==> config.mk <==
export PLATFORM = sky130hd
export DESIGN_NAME = hle_ctrl
export DESIGN_NICKNAME = d
export VERILOG_FILES = /design/src/design/hle_pkg.sv /design/src/design/hle_ctrl.sv
export SDC_FILE = /design/constraint.sdc
export NUM_CORES = 1
export LEC_CHECK = 0
export BUFFER_PORTS_ARGS = -buffer_cell sky130_fd_sc_hd__buf_2
export CAP_MARGIN = 20
export CELL_PAD_IN_SITES_DETAIL_PLACEMENT = 1
export CELL_PAD_IN_SITES_GLOBAL_PLACEMENT = 1
export CORE_MARGIN = 2
export CORE_UTILIZATION = 28
export DETAILED_ROUTE_END_ITERATION = 6
export PLACE_DENSITY = 0.76
export SLEW_MARGIN = 20
export SYNTH_ARGS = -nofsm -noshare
export SYNTH_HDL_FRONTEND = slang
export SYNTH_SLANG_ARGS = --single-unit
==> constraint.sdc <==
create_clock -name i_clk -period 3.1 [get_ports i_clk]
set_input_delay 0.155 -clock i_clk [delete_from_list [all_inputs] [get_ports i_clk]]
set_output_delay 0.155 -clock i_clk [all_outputs]
set_load 0.005 [all_outputs]
==> src/design/hle_pkg.sv <==
// ---------------------------------------------------------------------------
// Holiday list extractor package
// Shared types, constants and helper functions for the extractor block.
// ---------------------------------------------------------------------------
package hle_pkg;

    localparam int MaxEntriesDef = 64;
    localparam int NameSlotDef   = 32;
    localparam int ResultLimit   = 31;

    localparam logic [2:0] OP_BYTE  = 3'd0;
    localparam logic [2:0] OP_END   = 3'd1;
    localparam logic [2:0] OP_CLEAR = 3'd2;
    localparam logic [2:0] OP_QUERY = 3'd3;
    localparam logic [2:0] OP_READ  = 3'd4;

    localparam logic [1:0] KIND_ACK   = 2'd0;
    localparam logic [1:0] KIND_QUERY = 2'd1;
    localparam logic [1:0] KIND_ENTRY = 2'd2;
    localparam logic [1:0] KIND_RANGE = 2'd3;

    typedef enum logic [1:0] {
        PH_SEEK_DATE = 2'd0,
        PH_DATE      = 2'd1,
        PH_SEEK_NAME = 2'd2,
        PH_NAME      = 2'd3
    } t_phase;

    typedef enum logic [2:0] {
        ST_IDLE  = 3'd0,
        ST_SCAN  = 3'd1,
        ST_QOUT  = 3'd2,
        ST_RWAIT = 3'd3,
        ST_ROUT  = 3'd4,
        ST_SOUT  = 3'd5
    } t_state;

    // Commands from the controller to the datapath.
    typedef struct packed {
        logic do_byte;
        logic do_end;
        logic do_clear;
        logic scan_start;
        logic scan_step;
        logic read_start;
        logic read_step;
        logic out_load;
        logic [1:0] out_kind;
    } t_cmd;

    // Status from the datapath to the controller.
    typedef struct packed {
        logic scan_done;
        logic read_empty;
        logic read_last;
        logic read_range;
    } t_stat;

    // Character of key "date":" or "name":" at a position.
    function automatic logic [7:0] key_char(input logic is_name, input logic [2:0] p);
        logic [7:0] c;
        begin
            case (p)
                3'd0: c = 8'h22;
                3'd1: c = is_name ? 8'h6e : 8'h64;
                3'd2: c = 8'h61;
                3'd3: c = is_name ? 8'h6d : 8'h74;
                3'd4: c = 8'h65;
                3'd5: c = 8'h22;
                3'd6: c = 8'h3a;
                3'd7: c = 8'h22;
                default: c = 8'h00;
            endcase
            return c;
        end
    endfunction

    // Key match advance. The only inner overlap of the keys is the quote:
    // after six matched characters the text ends in the key's second quote,
    // so the key's second character continues a match of two. Otherwise a
    // failed match restarts at one on a quote and zero on anything else.
    function automatic logic [3:0] key_adv(input logic is_name, input logic [3:0] p,
                                           input logic [7:0] c);
        logic [3:0] r;
        begin
            if (c == key_char(is_name, p[2:0]) && p < 4'd8) begin
                r = p + 4'd1;
            end else if (p == 4'd6 && c == key_char(is_name, 3'd1)) begin
                r = 4'd2;
            end else if (c == 8'h22) begin
                r = 4'd1;
            end else begin
                r = 4'd0;
            end
            return r;
        end
    endfunction

endpackage

==> src/design/hle_ctrl.sv <==
// ---------------------------------------------------------------------------
// Holiday list extractor controller
// Sequences each request: byte parse, acks, table scan and entry read-out.
// ---------------------------------------------------------------------------
module hle_ctrl (
    input  logic             i_clk,
    input  logic             i_rst_n,
    input  logic             i_valid,
    input  logic [2:0]       i_opcode,
    output logic             o_ready,
    input  logic             i_out_ready,
    output logic             o_out_valid,
    input  hle_pkg::t_stat   i_stat,
    output hle_pkg::t_cmd    o_cmd
);
    import hle_pkg::*;

    t_state r_state, n_state;
    logic   acc;
    logic   fire;

    assign o_ready     = (r_state == ST_IDLE);
    assign acc         = i_valid && o_ready;
    assign o_out_valid = (r_state == ST_QOUT) || (r_state == ST_ROUT) || (r_state == ST_SOUT);
    assign fire        = o_out_valid && i_out_ready;

    // State register.
    always_ff @(posedge i_clk) begin
        if (!i_rst_n) begin
            r_state <= ST_IDLE;
        end else begin
            r_state <= n_state;
        end
    end

    // Next state.
    always_comb begin
        n_state = r_state;
        case (r_state)
            ST_IDLE: begin
                if (acc) begin
                    case (i_opcode)
                        OP_END, OP_CLEAR: n_state = ST_SOUT;
                        OP_QUERY:         n_state = ST_SCAN;
                        OP_READ:          n_state = ST_RWAIT;
                        default:          n_state = ST_IDLE;
                    endcase
                end
            end
            ST_SCAN:  if (i_stat.scan_done) n_state = ST_QOUT;
            ST_RWAIT: n_state = ST_ROUT;
            ST_ROUT: begin
                if (fire && i_stat.read_last) n_state = ST_IDLE;
                else if (fire) n_state = ST_RWAIT;
            end
            ST_QOUT, ST_SOUT: if (fire) n_state = ST_IDLE;
            default: n_state = ST_IDLE;
        endcase
    end

    // Commands.
    always_comb begin
        o_cmd = '0;
        case (r_state)
            ST_IDLE: begin
                if (acc) begin
                    o_cmd.do_byte    = (i_opcode == OP_BYTE);
                    o_cmd.do_end     = (i_opcode == OP_END);
                    o_cmd.do_clear   = (i_opcode == OP_CLEAR);
                    o_cmd.scan_start = (i_opcode == OP_QUERY);
                    o_cmd.read_start = (i_opcode == OP_READ);
                end
            end
            ST_SCAN: o_cmd.scan_step = 1'b1;
            ST_RWAIT: begin
                o_cmd.out_load = 1'b1;
                o_cmd.out_kind = i_stat.read_range ? KIND_RANGE : KIND_ENTRY;
            end
            ST_ROUT: o_cmd.read_step = fire;
            default: o_cmd = '0;
        endcase
    end
endmodule

# After elaboration in Yosys (flattened, before gate mapping)
# Cells that the tools add are included.
dict set report op_classes {
  n_eq_ne 13
  n_mux 15
  reduce_logical 10
}
# op n
set op_table {}
lappend op_table {{3-bit two-way mux} 6}
lappend op_table {{3-bit one-hot mux with 5 select lines} 1}
lappend op_table {{3-bit by 2-bit equality test with 1-bit output (second input constant)} 4}
lappend op_table {{3-bit equality test (second input constant)} 3}
lappend op_table {{3-bit one-hot mux with 3 select lines} 1}
lappend op_table {{4-bit two-way mux} 2}
lappend op_table {{3-bit by 1-bit equality test with 1-bit output (second input constant)} 2}
lappend op_table {{3-bit logical NOT} 2}
lappend op_table {{1-bit two-way mux} 5}
lappend op_table {{2-bit inequality test (second input constant)} 2}
lappend op_table {{4-bit AND reduction} 1}
lappend op_table {{2-bit OR reduction} 2}
lappend op_table {{1-bit logical AND} 3}
lappend op_table {{3-bit by 2-bit inequality test with 1-bit output (second input constant)} 1}
lappend op_table {{1-bit logical OR} 2}
lappend op_table {{2-bit by 1-bit inequality test with 1-bit output (second input constant)} 1}
dict set report totals {
  register_bits 3
  in_bits 11
  out_inout_bits 12
  wordCells 39
}

# Longest topological paths before layout
dict set report depth {
  word_depth 7
  ltp_mapped 5
  ltp_nobuf 4
}

# Least setup slack after synthesis
# OpenSTA, ideal clock, no wires.
dict set report synth_path {
  path_kind {reg-to-reg}
  start {reg r_state[0]}
  end {reg r_state[0]}
  setup_ps 92
  t_arrival_ps 1073
  t_required_ps 3008
  slack_ps 1934
  stages_incl_launch_ff 5
  n_path_buf 0
  period_less_slack_ps 1166
  cell_sequence {dfxtp_1 -> or4b_4 -> o211ai_2 -> nand2_2 -> o32ai_1}
}
dict set report synth_between {
  elab_chain_len 7
  elab_cells_between_ends 19
  classes_between {9 x eq/ne; 2 x mux; 8 x reduce/logical}
}
# item line
set synth_lines {}
lappend synth_lines {{start: declaration} hle_ctrl.sv:18} ;# t_state r_state, n_state;
lappend synth_lines {{start signal: assignment} hle_ctrl.sv:32} ;# r_state <= n_state;
lappend synth_lines {{3-bit by 2-bit equality test with 1-bit output / 3-bit equality test (equally long branches)} {hle_ctrl.sv:24, hle_ctrl.sv:39}}
lappend synth_lines {{1-bit logical OR (2 in a row)} hle_ctrl.sv:24} ;# assign o_out_valid = (r_state == ST_QOUT) || (r_state == ST_ROUT) || (r_state == ST_SOUT);
lappend synth_lines {{1-bit logical AND} hle_ctrl.sv:25} ;# assign fire = o_out_valid && i_out_ready;
lappend synth_lines {{1-bit logical AND} hle_ctrl.sv:53} ;# if (fire && i_stat.read_last) n_state = ST_IDLE;
lappend synth_lines {{3-bit two-way mux / 3-bit by 2-bit inequality test with 1-bit output (equally long branches)} n/a}
lappend synth_lines {{3-bit one-hot mux with 5 select lines / 4-bit AND reduction (equally long branches)} n/a}
# Parallel ways exist; a longest one is shown, timed or not.
# A chain may end at the register's enable or synchronous reset.

==> impl_metrics.ini <==
[synth]
synth_fa_ha_area_share_pct = 0
synth_top_area_share_pct = 16.1
synthSimpleGateAreaFrac_pct = 48.0
synthCells = 49
yosys-mux-area-fraction_pct = 0
netlist_area_um2 = 373
post-synth-top-area-cell = dfxtp_1
synth_seq_area_share_pct = 16.1
async_reset_ff_share_pct = 0
netlist-cell-type-count = 28
synth_compound_area_share_pct = 21.5
synth_edf_count = 0
synth-seq-cells = 3
synth_xor_area_share_pct = 4.70
synth_ff_type = dfxtp_1
synth_commonest_cells = nand2_1 (4), nor2_1 (4), nor3b_1 (4)
avgSynthCellArea_um2 = 7.61
synth_fp_nets = 60
synth_area_leaders = dfxtp_1 (16%), nor3b_1 (8.1%), nand4b_1 (4.7%)
synth_top_family_by_area = simple AND/OR/NAND/NOR gates
yosys_warnings = 0

[placement]
dpl.hpwl_um = 786
numPortBuffers = 21
gp_congestion = 0.731
place_inst = 81

[grt]
grt_pass1_wl_um = 1570
grt_max_degree = 15
grt_remaining_overflow = 0
grt_usage_pct = 14.5
grt_pass1_vias = 361
antenna_found_initial = 0

[clock_tree]
cts_inserted_buffers = 3
h-tree-depth = 1
max-clock-path-buffers = 2
cts_hold_buf = 0
postCtsSetupRepairBufs = 0
cts_root_buf = clkbuf_4
clock_latency_ns = 0.24
cts.clk_slew.worst_paths_ns = 0.04
cts_num_sinks = 3
cts_tree = done
postCtsResizedCells = 0

[pwr]
power.density_nw_per_um2 = 432
power.total_uw = 215
peakVddDrop_mv = 0.135
leakagePower_nw = 0.256

[routing]
avgViaCountPerCell = 5.00
drtAntennaViolNets = 0
vias = 425
wirelength_um = 1030
drc = 0
wl_per_cell_um = 12.2
drt-initial-drc-count = 0
drt_pre_antenna_iters = 1

[setup_path]
end_kind = output port
required_ns = 2.94
crit_type = reg -> out
crit_fanout = 12
worstSetupStartpointType = flip-flop
cp_data_arrival_time_ns = 1.48

[job]
cap_violations = 0

[final_layout]
drive_gt1_share_pct = 44.3
multi_input_area_um2 = 277
largest_reg_flops = 3
regArea_um2 = 60.1
area_growth_pct = 33.6
fillers = 175
antenna_cells = 0
reg_top3 = r_state x3
nNetsFinal = 82
final_cells = 85
regMostFlops = r_state

[sta]
max_freq_mhz = 611
fin_setup_tns_ns = 0
clock_skew_ns = 0.000791
hold_ws_ns = 0.212
period_share_pct = 52.8
finalSetupViolCount = 0
relSlewSlack_pct = 70.6
period_needed_ns = 1.64
finalHoldViolCount = 0
rsz0062_at_grt = no
worstMarginPinSlew_ns = 0.440
final-max-slew-violation-count = 0

[floorplan]
start_util_pct = 29.4
die_area_um2 = 1640
core_area_um2 = 1270
die_x_um = 40.5
rows = 13
dieHeight_um = 40.5
pin_count = 23

[status]
outcome = finished clean

[hold_path]
hp-class = in -> reg
==> power breakdown <==
| group | switching (mW) | total (mW) | internal [mW] |
|---|---|---|---|
| clock network | 0.0238 | 0.0723 | 0.0485 |
| registers | 0.0167 | 0.0607 | 0.0440 |
| logic | 0.0375 | 0.0821 | 0.0446 |
==> worst paths after layout <==
check | from | endpoint | slack (ns) | depth (start not counted)
worst max-delay path | r_state[2] | o_cmd[6] | 1.46 | 5
worst min-delay path | i_rst_n | r_state[1] | 0.21 | 3
worst max register to register | r_state[2] | r_state[0] | 1.65 | 4
worst min register to register | r_state[0] | r_state[0] | 0.63 | 2
==> metal layers <==
layer / wire (µm) / GRT usage, %
met1: 447 / 17.9
met2: 539 / 24.2
met3: 46 / 3.33
met4: 0 / 5.00
met5: 0 / 0
==> layout by cell type (no fill, tap or decap) <==
cell type	n
nand4b_1	2
a21boi_2	1
nor3_2	1
nand2_2	1
clkbuf_1	1
xor2_1	1
nand4bb_2	1
o32ai_1	1
or4b_4	1
o211ai_2	1
o31a_1	1
buf_2	21
a211o_2	1
o21ai_1	2
and3b_1	1
nand2_1	4
nand2b_1	2
and2_1	1
nor3_1	2
a22o_1	1
nand3_1	1
clkbuf_4	3
o21ai_0	2
nor3b_1	4
and3_1	2
nor2_1	4
xnor2_1	1
dfxtp_1	3
inv_1	3
==> critical path, stage by stage (launching register included) <==
cell and delay, ns:
dfxtp_1 0.58, nor2_1 0.14, nand3_1 0.18, inv_1 0.05
and3_1 0.16, buf_2 0.12
==> layout make-up <==
| class | instances | area share, % |
|---|---|---|
| Tap cell | 15 | 3.77 |
| Sequential cell | 3 | 12.1 |
| Inverter | 3 | 2.26 |
| Clock buffer | 4 | 5.28 |
| Multi-Input combinational cell | 39 | 55.5 |
| Timing Repair Buffer | 21 | 21.1 |
==> stage by stage <==
step                cell area [µm²]  setup slack (ns)  util (%)
detailed placement              472              1.66      37.2
floorplan                       373              1.93         -
global placement                472              1.67      37.2
finish                          498              1.46      39.3
CTS                             498              1.45      39.3
global route                    498              1.33      39.3
==> cells by family after synthesis <==
kind of cell / Yosys count
flip-flops: 3
AND/OR/NAND/NOR: 27
AO/OA/AOI/OAI: 10
buffers and inverters: 7
XOR/XNOR: 2
No activity file was read; power rests on OpenSTA's default activity.
